`src/gwm_pkg.sv`:
```
// Package for the glob wildcard matcher: opcodes, pattern token bytes,
// controller/datapath command and status types. No dependencies.
`default_nettype none

package gwm_pkg;

  localparam int unsigned PatternLenDef = 32;
  localparam int unsigned PosW          = 5;
  localparam int unsigned ByteW         = 8;

  // Request opcodes
  localparam logic [1:0] OP_WRITE   = 2'd0;
  localparam logic [1:0] OP_SUBJECT = 2'd1;
  localparam logic [1:0] OP_END     = 2'd2;

  // Pattern token bytes
  localparam logic [7:0] CH_BANG  = 8'h21;  // '!'
  localparam logic [7:0] CH_HASH  = 8'h23;  // '#'
  localparam logic [7:0] CH_STAR  = 8'h2A;  // '*'
  localparam logic [7:0] CH_DASH  = 8'h2D;  // '-'
  localparam logic [7:0] CH_ZERO  = 8'h30;  // '0'
  localparam logic [7:0] CH_NINE  = 8'h39;  // '9'
  localparam logic [7:0] CH_QMARK = 8'h3F;  // '?'
  localparam logic [7:0] CH_LBRK  = 8'h5B;  // '['
  localparam logic [7:0] CH_RBRK  = 8'h5D;  // ']'

  typedef struct packed {
    logic wr_en;    // store a pattern byte
    logic start;    // latch subject byte and opcode, clear scan state
    logic advance;  // step the store read pointer and the byte window
    logic scan;     // evaluate the current pattern position
  } gwm_cmd_t;

  typedef struct packed {
    logic at_end;   // current position is the pattern end
    logic is_end;   // request in flight is an end of subject
    logic matched;  // registered match result
  } gwm_stat_t;

endpackage

`default_nettype wire

```
`src/gwm_datapath.sv`:
```
// Datapath: pattern store with its read port, active-position vectors and
// the per-position token evaluator. Depends on gwm_pkg.
`default_nettype none

module gwm_datapath #(
  parameter int unsigned PATTERN_LEN = gwm_pkg::PatternLenDef
) (
  input  wire logic                       clk_i,
  input  wire logic                       rst_ni,
  input  wire gwm_pkg::gwm_cmd_t          cmd_i,
  input  wire logic [gwm_pkg::PosW-1:0]   pos_i,
  input  wire logic [gwm_pkg::ByteW-1:0]  byte_i,
  input  wire logic [1:0]                 opcode_i,
  output gwm_pkg::gwm_stat_t              stat_o
);
  import gwm_pkg::*;

  localparam int unsigned AddrW = (PATTERN_LEN > 1) ? $clog2(PATTERN_LEN) : 1;
  localparam int unsigned IdxW  = $clog2(PATTERN_LEN + 1);

  typedef enum logic [1:0] {
    PH_OPEN = 2'd0,
    PH_BANG = 2'd1,
    PH_BODY = 2'd2
  } phase_e;

  logic [7:0]             mem_q [PATTERN_LEN];
  logic [PATTERN_LEN-1:0] valid_q;
  logic [7:0]             rdata_q;
  logic                   rvalid_q;
  logic [AddrW-1:0]       rptr_q;

  logic [PATTERN_LEN:0]   act_q, nxt_q, nxt_d;
  logic [IdxW-1:0]        q_q, qn;
  logic [7:0]             cur_q, prev_q, subj_q;
  logic                   is_end_q, carry_q, carry_d;
  logic                   in_set_q, in_set_d, set_act_q, set_act_d;
  logic                   neg_q, neg_d, hit_q, hit_d;
  phase_e                 phase_q, phase_d;
  logic                   matched_q;

  logic [7:0] look;
  logic       look_end, at_end, a, ok, wr_ok;

  assign wr_ok = (32'(pos_i) < PATTERN_LEN);
  assign look  = rvalid_q ? rdata_q : 8'h00;
  assign qn    = q_q + 1'b1;
  assign look_end = (({1'b0, q_q} + 1'b1) == (IdxW+1)'(PATTERN_LEN)) || (look == 8'h00);
  assign at_end   = (q_q == IdxW'(PATTERN_LEN)) || (cur_q == 8'h00);
  assign a        = act_q[q_q] | carry_q;

  always_comb begin
    nxt_d     = nxt_q;
    carry_d   = 1'b0;
    in_set_d  = in_set_q;
    set_act_d = set_act_q;
    neg_d     = neg_q;
    hit_d     = hit_q;
    phase_d   = phase_q;
    ok        = 1'b0;
    if (at_end) begin
      // unterminated set closes at the pattern end
      if (in_set_q && set_act_q && (neg_q ^ hit_q)) nxt_d[q_q] = 1'b1;
    end else if (in_set_q) begin
      priority if (phase_q == PH_OPEN && cur_q == CH_BANG) begin
        neg_d   = 1'b1;
        phase_d = PH_BANG;
      end else if (phase_q != PH_BODY && cur_q == CH_DASH) begin
        hit_d   = hit_q | (subj_q == CH_DASH);
        phase_d = PH_BODY;
      end else if (cur_q == CH_RBRK) begin
        in_set_d = 1'b0;
        if (set_act_q && (neg_q ^ hit_q)) nxt_d[qn] = 1'b1;
      end else if (cur_q == CH_DASH && (look_end || look == CH_RBRK)) begin
        hit_d   = hit_q | (subj_q == CH_DASH);
        phase_d = PH_BODY;
      end else if (cur_q == CH_DASH) begin
        // range bounds count through their own literal entries
        hit_d   = hit_q | ((subj_q > prev_q) && (subj_q < look));
        phase_d = PH_BODY;
      end else begin
        hit_d   = hit_q | (subj_q == cur_q);
        phase_d = PH_BODY;
      end
    end else if (cur_q == CH_STAR) begin
      carry_d = a;
      if (a) nxt_d[q_q] = 1'b1;
      if (a || nxt_q[q_q]) nxt_d[qn] = 1'b1;
    end else if (cur_q == CH_LBRK) begin
      in_set_d  = 1'b1;
      set_act_d = a;
      neg_d     = 1'b0;
      hit_d     = 1'b0;
      phase_d   = PH_OPEN;
    end else begin
      priority if (cur_q == CH_QMARK) ok = 1'b1;
      else if (cur_q == CH_HASH) ok = (subj_q >= CH_ZERO) && (subj_q <= CH_NINE);
      else ok = (subj_q == cur_q);
      if (a && ok) nxt_d[qn] = 1'b1;
    end
  end

  // Pattern store: one write port, one registered read port
  always_ff @(posedge clk_i) begin
    if (cmd_i.wr_en && wr_ok) mem_q[AddrW'(pos_i)] <= byte_i;
    rdata_q <= mem_q[rptr_q];
  end

  always_ff @(posedge clk_i or negedge rst_ni) begin
    if (!rst_ni) begin
      valid_q  <= '0;
      rvalid_q <= 1'b0;
      act_q    <= (PATTERN_LEN+1)'(1);
      rptr_q   <= '0;
      q_q      <= '0;
      carry_q  <= 1'b0;
      in_set_q <= 1'b0;
      is_end_q <= 1'b0;
      phase_q  <= PH_OPEN;
    end else begin
      rvalid_q <= valid_q[rptr_q];
      if (cmd_i.wr_en && wr_ok) begin
        valid_q[AddrW'(pos_i)] <= 1'b1;
        act_q <= (PATTERN_LEN+1)'(1);
      end
      if (cmd_i.start) begin
        rptr_q   <= '0;
        q_q      <= '0;
        carry_q  <= 1'b0;
        in_set_q <= 1'b0;
        phase_q  <= PH_OPEN;
        is_end_q <= (opcode_i == OP_END);
      end
      if (cmd_i.advance) rptr_q <= rptr_q + 1'b1;
      if (cmd_i.scan) begin
        if (!at_end) begin
          q_q      <= qn;
          carry_q  <= carry_d;
          in_set_q <= in_set_d;
          phase_q  <= phase_d;
        end else if (is_end_q) begin
          act_q <= (PATTERN_LEN+1)'(1);
        end else begin
          act_q <= nxt_d;
        end
      end
    end
  end

  always_ff @(posedge clk_i) begin
    if (cmd_i.start) begin
      subj_q <= byte_i;
      nxt_q  <= '0;
    end
    if (cmd_i.advance) begin
      cur_q  <= look;
      prev_q <= cur_q;
    end
    if (cmd_i.scan && !at_end) begin
      nxt_q     <= nxt_d;
      set_act_q <= set_act_d;
      neg_q     <= neg_d;
      hit_q     <= hit_d;
    end
    if (cmd_i.scan && at_end && is_end_q) matched_q <= a;
  end

  assign stat_o.at_end  = at_end;
  assign stat_o.is_end  = is_end_q;
  assign stat_o.matched = matched_q;

endmodule

`default_nettype wire

```
`src/gwm_ctrl.sv`:
```
// Controller state machine: request handshake and scan sequencing.
// Depends on gwm_pkg.
`default_nettype none

module gwm_ctrl (
  input  wire logic               clk_i,
  input  wire logic               rst_ni,
  input  wire logic               req_valid_i,
  input  wire logic [1:0]         opcode_i,
  input  wire logic               out_free_i,
  input  wire gwm_pkg::gwm_stat_t stat_i,
  output logic                    req_ready_o,
  output logic                    out_load_o,
  output gwm_pkg::gwm_cmd_t       cmd_o
);
  import gwm_pkg::*;

  typedef enum logic [4:0] {
    ST_IDLE   = 5'b00001,
    ST_PRIME0 = 5'b00010,
    ST_PRIME1 = 5'b00100,
    ST_SCAN   = 5'b01000,
    ST_EMIT   = 5'b10000
  } state_e;

  state_e state_q, state_d;
  logic   acc;

  assign req_ready_o = (state_q == ST_IDLE);
  assign acc         = req_valid_i && req_ready_o;

  always_comb begin
    state_d       = state_q;
    cmd_o         = '0;
    out_load_o    = 1'b0;
    unique case (state_q)
      ST_IDLE: begin
        if (acc) begin
          if (opcode_i == OP_WRITE) begin
            cmd_o.wr_en = 1'b1;
          end else if (opcode_i == OP_SUBJECT || opcode_i == OP_END) begin
            cmd_o.start = 1'b1;
            state_d     = ST_PRIME0;
          end
        end
      end
      ST_PRIME0: begin
        cmd_o.advance = 1'b1;
        state_d       = ST_PRIME1;
      end
      ST_PRIME1: begin
        cmd_o.advance = 1'b1;
        state_d       = ST_SCAN;
      end
      ST_SCAN: begin
        cmd_o.advance = 1'b1;
        cmd_o.scan    = 1'b1;
        if (stat_i.at_end) state_d = stat_i.is_end ? ST_EMIT : ST_IDLE;
      end
      ST_EMIT: begin
        if (out_free_i) begin
          out_load_o = 1'b1;
          state_d    = ST_IDLE;
        end
      end
      default: state_d = ST_IDLE;
    endcase
  end

  always_ff @(posedge clk_i or negedge rst_ni) begin
    if (!rst_ni) state_q <= ST_IDLE;
    else         state_q <= state_d;
  end

endmodule

`default_nettype wire

```
`src/glob_wildcard_matcher.sv`:
```
// Top level of the glob wildcard matcher: stream ports, result register,
// controller and datapath. Depends on gwm_pkg, gwm_ctrl, gwm_datapath.
//
// Write a glob pattern byte by byte (opcode 0, ends at the first zero byte
// or at the store end), stream subject bytes (opcode 1), then send an end
// request (opcode 2) to get one result whose bit 0 says whether the whole
// subject matched; the end request re-arms the matcher for the next subject.
// Patterns support '*', '?', '#' (decimal digit) and '[...]' sets with '!'
// negation and a-z ranges; matching is full glob with backtracking, kept as
// a set of live pattern positions. For each subject byte the matcher
// accepts the request, primes the read pipeline, then the evaluator walks
// the pattern store one entry per cycle through its single read port: the
// L entries of the pattern up to its terminating zero (at most PATTERN_LEN)
// plus the end position. An end request then loads the result register,
// and waits in that step while the previous result is not taken. The store
// needs no clearing pass after reset: per-entry valid bits make unwritten
// entries read zero. Opcode 3 and writes beyond the store are dropped.
`default_nettype none

module glob_wildcard_matcher #(
  parameter int unsigned PATTERN_LEN = gwm_pkg::PatternLenDef
) (
  input  wire logic        clk_i,
  input  wire logic        rst_ni,
  input  wire logic        s_axis_tvalid,
  output logic             s_axis_tready,
  // [1:0] opcode, [6:2] pattern_position, [14:7] byte_value, [15] zero
  input  wire logic [15:0] s_axis_tdata,
  output logic             m_axis_tvalid,
  input  wire logic        m_axis_tready,
  // [0] matched, [7:1] zero
  output logic [7:0]       m_axis_tdata
);
  import gwm_pkg::*;

  gwm_cmd_t  cmd;
  gwm_stat_t stat;
  logic      out_load, out_free;
  logic      m_valid_q, matched_q;

  // Result slot frees when empty or being taken this cycle
  assign out_free = !m_valid_q || m_axis_tready;

  gwm_ctrl u_ctrl (
    .clk_i       (clk_i),
    .rst_ni      (rst_ni),
    .req_valid_i (s_axis_tvalid),
    .opcode_i    (s_axis_tdata[1:0]),
    .out_free_i  (out_free),
    .stat_i      (stat),
    .req_ready_o (s_axis_tready),
    .out_load_o  (out_load),
    .cmd_o       (cmd)
  );

  gwm_datapath #(
    .PATTERN_LEN (PATTERN_LEN)
  ) u_datapath (
    .clk_i    (clk_i),
    .rst_ni   (rst_ni),
    .cmd_i    (cmd),
    .pos_i    (s_axis_tdata[6:2]),
    .byte_i   (s_axis_tdata[14:7]),
    .opcode_i (s_axis_tdata[1:0]),
    .stat_o   (stat)
  );

  // Output register: hold the result until the sink takes it
  always_ff @(posedge clk_i or negedge rst_ni) begin
    if (!rst_ni) begin
      m_valid_q <= 1'b0;
    end else if (out_load) begin
      m_valid_q <= 1'b1;
    end else if (m_axis_tready) begin
      m_valid_q <= 1'b0;
    end
  end

  always_ff @(posedge clk_i) begin
    if (out_load) matched_q <= stat.matched;
  end

  assign m_axis_tvalid = m_valid_q;
  assign m_axis_tdata  = {7'd0, matched_q};

endmodule

`default_nettype wire
```
`config.mk`:
```
export PLATFORM = sky130hd
export DESIGN_NAME = glob_wildcard_matcher
export DESIGN_NICKNAME = d
export VERILOG_FILES = /design/src/gwm_pkg.sv /design/src/gwm_datapath.sv /design/src/gwm_ctrl.sv /design/src/glob_wildcard_matcher.sv
export SDC_FILE = /design/constraint.sdc
export NUM_CORES = 1
export LEC_CHECK = 0
export BUFFER_PORTS_ARGS = -buffer_cell sky130_fd_sc_hd__buf_2
export CORE_MARGIN = 2
export CORE_UTILIZATION = 39
export DETAILED_ROUTE_END_ITERATION = 12
export PLACE_DENSITY = 0.61
export SETUP_SLACK_MARGIN = 0.15
export SLEW_MARGIN = 10
export SYNTH_ARGS = -nofsm -noshare
export SYNTH_HDL_FRONTEND = slang
export SYNTH_SLANG_ARGS = --single-unit
export TNS_END_PERCENT = 30
```
`constraint.sdc`:
```
create_clock -name clk_i -period 3.5 [get_ports clk_i]
set_clock_uncertainty 0.2 [all_clocks]
set_input_delay 0.175 -clock clk_i [delete_from_list [all_inputs] [get_ports clk_i]]
set_output_delay 0.175 -clock clk_i [all_outputs]
set_load 0.01 [all_outputs]
```
==> summary.txt, run 1 <==
Pwr
  • Part of the power in the clock network: between 40% and 50%
  • Power Density: about 500 nW/um^2
  • Leak pwr: 0.00809 uW
  • Sw Share: 23.1%
  • Logic pwr share: 8.6%
  • Share of total power in sequential cells: between 40% and 50%
  • Tot Pwr: 11200 uW
  • Worst vdd ir: approximately 0.53 mV
  • Int Power: 8640 uW
  • Switch Pwr: 2600 uW

Place
  • Dpl cell area: 20900 sq um
  • HPWL Detailed: 36000 um
  • Routability cong.: 0.938
  • PortBufs: 21

Synthesis
  • Seq cells post-synth: 414
  • Synth top area share: 49.5%
  • Sequential area share after synthesis: just over 60%
  • Top cell type by total area after synthesis: edfxtp_1
  • Post-synth ARST share: 21.3%
  • Syn Std Cell Area: 19300 sq um
  • Top cells by area, synth: edfxtp_1 49%, dfrtp_1 11%, mux4_2 4.7%, mux2i_1 4.0%, o21ai_0 2.8%
  • Synth Area per Inst: 12.4 sq um
  • Cells after Synth: 1550
  • Ys flop type: edfxtp_1
  • Synth Warn #: 0
  • Unique masters post-synth: 80
  • Count of flip-flops with a built-in enable after synthesis: ~320

Clock tree
  • Clock sinks: 414
  • Clk_lat worst skew: a little under 0.6 ns
  • Root buffer cell: clkbuf_16
  • H-Tree Depth: 2
  • CTS tree: built
  • Total CTS buffers: between 40 and 50
  • Max Root-Sink Buffers: 3
  • Clk pin slew, worst setup/hold paths: 0.06 ns

Route
  • First drt pass iteration count: 5
  • Routed via count: 13700
  • Final antenna-violating net count: 0
  • Initial drt markers: 1464
  • Drt wl/cell: 22.6 um
  • Post-Route WL: about 54000 um
  • Via-to-Cell Ratio: slightly below 6
  • Remaining DRCs: 0

STA
  • Top achievable clock speed: 0.301 GHz
  • Max-slew violations: 0
  • Worst relative slew slack: 31.2%
  • Fin. Hold Viols: 0
  • Min Tclk post-route: 3.32 ns
  • RSZ-0062 raised after global routing: yes
  • Setup TNS: 0 ns
  • Tcrit/Tclk final: 94.9%
  • Worst-margin pin slew: ~1.0 ns
  • # setup viols final: 0

GRT
  • Gr ovfl total: 0
  • Vias in the first global route: 13300
  • Overall routing resource usage: between 20% and 30%
  • Pin count of the biggest net entering global routing: 73
  • Initial antenna violation count: 2
  • First-pass GRT wire length: 81900 um

Setup path
  • CP endpoint kind: flip-flop
  • Worst Setup Start Kind: flip-flop
  • CP max FO: 15
  • Crit Path Class: flip-flop to flip-flop
  • WP data required: 3.64 ns
  • CP arrival: 3.46 ns

Cells and area
  • Ant. Diodes: 0
  • Share of layout cells above drive strength 1: 19.1%
  • Fin area: 22700 sq um
  • Syn-to-layout area delta: 17.4%
  • Fin nets: 1720
  • Layout fillers: roughly 4400
  • Fin util: 46.4%

Floorplanning
  • Die area: 51300 sq um
  • Row Count: 81
  • CORE AREA: 48800 sq um
  • Die Y: 226 um
  • IO Pins: 30
  • Initial Util: roughly 39%
  • Die X: 226 um

Outcome
  • Outcome: completed

Run
  • Max-cap violations: 0

Hold path
  • Worst Hold Class: input pin to flip-flop
[repair_timing]
action | CTS | global route
endpoints found under the setup margin | 44 | 33
pin swaps | 2 | 1
buffers inserted | 3 | 5
hold endpoints to repair | 210 | 0
hold buffers | 16 | 0
resized for setup | 2 | 13
[synthesized netlist by cell type (5+ instances only)]
master and instances:
nand2b_1 14, a211oi_1 10, a31oi_1 23, nor2b_1 17, o22a_1 8, nand3_1 40, mux2i_1 77, dfrtp_1 86
and2_1 12, clkbuf_1 72, o211a_1 5, xor2_1 10, mux4_2 40, o31ai_1 12, dfxtp_1 8, or2_2 36
a22oi_1 9, o22ai_1 12, a311o_1 7, o21ai_0 109, and3_1 11, o221ai_1 29, a311oi_1 13, inv_1 29
buf_2 9, nand4_1 7, nand2_1 136, nor2_1 133, nor3_1 33, o311a_1 5, a21oi_1 83, or3_1 11
buf_1 14, edfxtp_1 318, ha_1 21, buf_4 8
[state kept, by name (all words and copies together) (netlist names), 2 cells and up]
name,count
u_ctrl.state_q,5
u_datapath.rdata_q,8
u_datapath.q_q,6
u_datapath.cur_q,8
u_datapath.nxt_q,33
u_datapath.prev_q,8
u_datapath.subj_q,8
u_datapath.act_q,33
u_datapath.phase_q,2
u_datapath.valid_q,32
u_datapath.rptr_q,5
u_datapath.mem_q,256
[cell usage in the layout (no fill, tap or decap), drive strengths merged, types with 8 or more instances in the layout]
cell type and count:
nand2 137, or2 36, and2 12, o22ai 12, and3 11, nor3 34
buf 163, a21oi 83, or3 11, o31ai 12, a31oi 23, dlygate4sd3 16
o21ai 111, a311oi 13, nor2b 17, dfxtp 8, dfrtp 86, nor2 133
ha 21, clkbuf 65, xor2 10, nand3 40, edfxtp 318, nand2b 14
a22oi 9, o22a 8, o221ai 29, mux4 44, inv 28, mux2i 77
a211oi 10, clkinv 18
[critical path, cell delays in order, from the launching register on]
cell and delay, ns:
dfrtp_1 0.36, buf_6 0.16, mux4_1 0.58, mux2_2 0.28
nand2_1 0.09, o2111ai_1 0.17, or2_2 0.38, buf_12 0.17
a311o_1 0.36, o311a_1 0.13, o22a_1 0.17
[worst paths after layout]
kind                                 startpoint                 endpoint  slack, ns  cells past startpoint
max                           u_datapath.q_q[0]     u_datapath.nxt_q[20]       0.18                     10
min                             s_axis_tdata[6]  u_datapath.mem_q[27][7]       0.08                      4
min in group asynchronous                rst_ni        u_ctrl.state_q[4]       0.12                      2
max in group asynchronous                rst_ni    u_datapath.valid_q[9]       2.09                      3
max reg2reg                   u_datapath.q_q[0]     u_datapath.nxt_q[20]       0.18                     10
min reg2reg                u_datapath.matched_q                matched_q       0.22                      0
[layer usage]
layer / vias to the layer above / part of all wire (%) / global-route usage [%]
met3: 108 / 6.5 / 3.14
met5: - / 0.024 / 0
met2: 556 / 47 / 33.9
li1: 6152 / - / -
met4: 2 / 3.4 / 8.09
met1: 6926 / 43 / 29.5
[power groups by stage]
stage                     Clock [uW]  Combinational [uW]  Sequential [uW]
after CTS                       4810                 977             5560
after global routing            5000                1050             5570
after detailed placement           0                 957             5650
after floorplan                    0                 634             5590
final                           4720                 965             5560
after global placement             0                 939             5650
[cell families (layout without fill, tap and decap cells)]
family          after synthesis  after routing  share of synthesized area, %
mux                         124            124                          9.38
buf+inv                     135            294                          2.88
compound gates              366            366                          12.3
other cells                   1              7                        0.0194
fa+ha+maj                    21             21                          1.36
simple gates                477            477                          11.8
flops                       414            414                          61.7
xor+xnor                     12             12                         0.545
[metrics by stage]
step                      setup WS, ns  std cells  hold slack [ns]
after floorplan                  0.189       1556           -0.321
after global placement          0.0792       2271            0.204
after detailed placement        0.0888       2271            0.210
after CTS                        0.107       2374           0.0556
after global routing            0.0983       2379            0.124
final                            0.178       2379           0.0836
[layout make-up]
class | count | area (sq um) | share of cell area, %
repair buffers | 179 | 1420 | 6.25
flip-flops and latches | 414 | 11900 | 52.6
clock buffers | 65 | 1320 | 5.81
multi-input cells | 1007 | 6900 | 30.4
well taps | 664 | 831 | 3.67
inverters | 31 | 120 | 0.530
clock inverters | 19 | 159 | 0.701
Power figures use the tool's default switching activity.
==> run 2, diff against run 1 <==
--- a/config.mk
+++ b/config.mk
@@ -6,6 +6,7 @@
 export NUM_CORES = 1
 export LEC_CHECK = 0
 export BUFFER_PORTS_ARGS = -buffer_cell sky130_fd_sc_hd__buf_2
+export CORE_ASPECT_RATIO = 0.8
 export CORE_MARGIN = 2
 export CORE_UTILIZATION = 39
 export DETAILED_ROUTE_END_ITERATION = 12
==> summary.txt, run 2 (synthesized netlist as in run 1, its figures left out) <==
Outcome
  • Outcome: completed

Setup path
  • Reg2reg start: u_datapath.q_q[0]
  • R2R Setup Slk: 0.18 ns
  • Worst Setup Start Kind: flip-flop
  • CP endpoint kind: flip-flop
  • Crit Path Class: flip-flop to flip-flop
  • Worst-path cell chain: buf_6 -> mux4_2 -> mux2_2 -> a22o_1 -> or4_4 -> nor3_4 -> nor3_1 -> a2111o_1 -> and3_1
  • CP max FO: 6
  • Slowest stage delay, CP: 0.51 ns
  • WP data required: 3.64 ns
  • Worst flop-to-flop path endpoint: u_datapath.nxt_q[29]
  • R2R depth: 9
  • Max stage delay cell, worst path: dfrtp_2
  • CP arrival: 3.46 ns

Pwr
  • Power Density: 496 nW/um^2
  • Worst vdd ir: between 0.4 and 0.5 mV
  • Leak pwr: 0.00813 uW

Floorplanning
  • Die area: between 50000 and 60000 sq um
  • IO Pins: 30
  • CORE AREA: slightly below 50000 sq um
  • Initial Util: 39.7%
  • Die X: approximately 250 um
  • Die Y: ~200 um
  • Row Count: 72

STA
  • Worst-margin pin slew: 1.17 ns
  • Worst Hold Slack: 0.0691 ns
  • Min Tclk post-route: between 3 and 4 ns
  • Top achievable clock speed: 0.302 GHz
  • Max-slew violations: 0
  • Tcrit/Tclk final: 94.7%
  • RSZ-0062 raised after global routing: yes
  • # setup viols final: 0
  • Fin. Hold Viols: 0
  • Worst relative slew slack: a little over a fifth

GRT
  • Vias in the first global route: 13300
  • Gr ovfl total: 0
  • Overall routing resource usage: about a fifth
  • Initial antenna violation count: 0
  • Pin count of the biggest net entering global routing: 41
  • First-pass GRT wire length: 82300 um

Cells and area
  • Most frequent cells in the layout: 318 x edfxtp_1, 136 x nand2_1, 131 x nor2_1, 126 x buf_4, 108 x o21ai_0
  • Fin area: 22700 sq um
  • Regs by FF count: u_datapath.mem_q (256), u_datapath.act_q (33), u_datapath.nxt_q (33)
  • Largest register FFs: 256
  • Fin nets: 1719
  • Commonest non-fill, non-tap cell in the layout: edfxtp_1
  • Share of layout cells above drive strength 1: 19.7%
  • Syn-to-layout area delta: 17.7%
  • Reg with most FFs: u_datapath.mem_q
  • Ant. Diodes: 0

Clock tree
  • CTS tree: built
  • Clock sinks: 414
  • Clk pin slew, worst setup/hold paths: 0.07 ns
  • Max Root-Sink Buffers: 3
  • Root buffer cell: clkbuf_16
  • Total CTS buffers: 44
  • H-Tree Depth: 2
  • Clk_lat worst skew: just under 0.6 ns

Place
  • Routability cong.: 0.959
  • HPWL Detailed: 35600 um
  • PortBufs: 21
  • Dpl cell area: 20900 sq um

Route
  • Final antenna-violating net count: 0
  • Initial drt markers: 1516
  • First drt pass iteration count: 8
  • Routed via count: 13800
  • Drt wl/cell: between 20 and 25 um
  • Remaining DRCs: 0
  • Via-to-Cell Ratio: 5.88
  • Post-Route WL: ~54000 um

Run
  • Max-cap violations: 0

Hold path
  • Worst hold start: s_axis_tdata[4]
  • Worst Hold End: u_datapath.mem_q[20][5]
  • Hold Path Cell Cnt: 5
  • Worst Hold Class: input pin to flip-flop
[run 2: changes by cell type in the layout (fill, tap and decap cells not counted), moves of 3 or more]
cell / change
clkinv_2: +3
inv_4: +3
clkinv_1: -7
inv_6: +5
clkinv_4: +4
dlygate4sd3_1: +5
buf_4: -9
clkbuf_1: -9
[run 2: per-stage QoR]
step	utilization, %	TNS (ns)	cells	setup slack [ns]	total power (uW)
3_3_place_gp	42.9	0	2231	0.0188	6580
3_5_place_dp	42.9	-0.0675	2231	-0.0330	6600
6_report	46.8	0	2343	0.185	11300
4_1_cts	46.5	0	2335	0.145	11300
5_1_grt	46.8	0	2343	0.104	11600
2_1_floorplan	-	0	1556	0.189	6220
[run 2: what timing repair did]
item                                    CTS  global route
gates resized for setup                   5            16
gates cloned                              0             1
pin swaps                                 0             6
hold buffers                             22             0
endpoints found under the setup margin   31            31
hold endpoints to repair                284             0
buffers inserted                          0             7
[run 2: worst max-delay path, delay by kind of cell (launching register included)]
kind | cells | cell delay (ns)
AOI/OAI and AO/OA | 2 | 0.57
buffers and inverters | 1 | 0.16
and+or+nand+nor | 4 | 0.88
DFF | 1 | 0.51
muxes | 2 | 0.75
[run 2: worst max-delay path by stage]
| stage | to | start | cells past startpoint | slack [ns] |
|---|---|---|---|---|
| after CTS | u_datapath.nxt_q[21] | u_datapath.cur_q[4] | 11 | 0.14 |
| final | u_datapath.nxt_q[29] | u_datapath.q_q[0] | 9 | 0.18 |
| after detailed placement | u_datapath.nxt_q[14] | u_datapath.q_q[0] | 11 | -0.03 |
| after global routing | u_datapath.nxt_q[29] | u_datapath.q_q[0] | 9 | 0.10 |
| after global placement | u_datapath.nxt_q[11] | u_datapath.q_q[2] | 10 | 0.02 |
| after floorplan | u_datapath.nxt_q[29] | u_datapath.q_q[0] | 9 | 0.19 |
[run 2: layout make-up]
| class | count | area, sq um |
|---|---|---|
| fill | 4273 | 25900 |
| sequential | 414 | 11900 |
| multi-input combinational | 1007 | 6900 |
| timing repair buffer | 180 | 1510 |
| clock buffer | 55 | 1250 |
| tap | 629 | 787 |
| clock inverter | 27 | 226 |
| inverter | 31 | 116 |
[run 2: report_power, final]
| group | total [uW] | switching (uW) | internal [uW] |
|---|---|---|---|
| sequential | 5550 | 118 | 5430 |
| clock | 4730 | 2070 | 2650 |
| combinational | 979 | 535 | 445 |
| total | 11300 | 2730 | 8530 |
[run 2: per-layer routing]
| layer | up-vias | wire (um) | share of wire, % | track usage (%) |
|---|---|---|---|---|
| li1 | 6160 | - | - | - |
| met1 | 6845 | 25100 | 47 | 33.4 |
| met2 | 689 | 22200 | 41 | 29.1 |
| met3 | 80 | 5290 | 9.8 | 4.45 |
| met4 | 0 | 1190 | 2.2 | 5.90 |
| met5 | - | 0 | 0 | 0 |
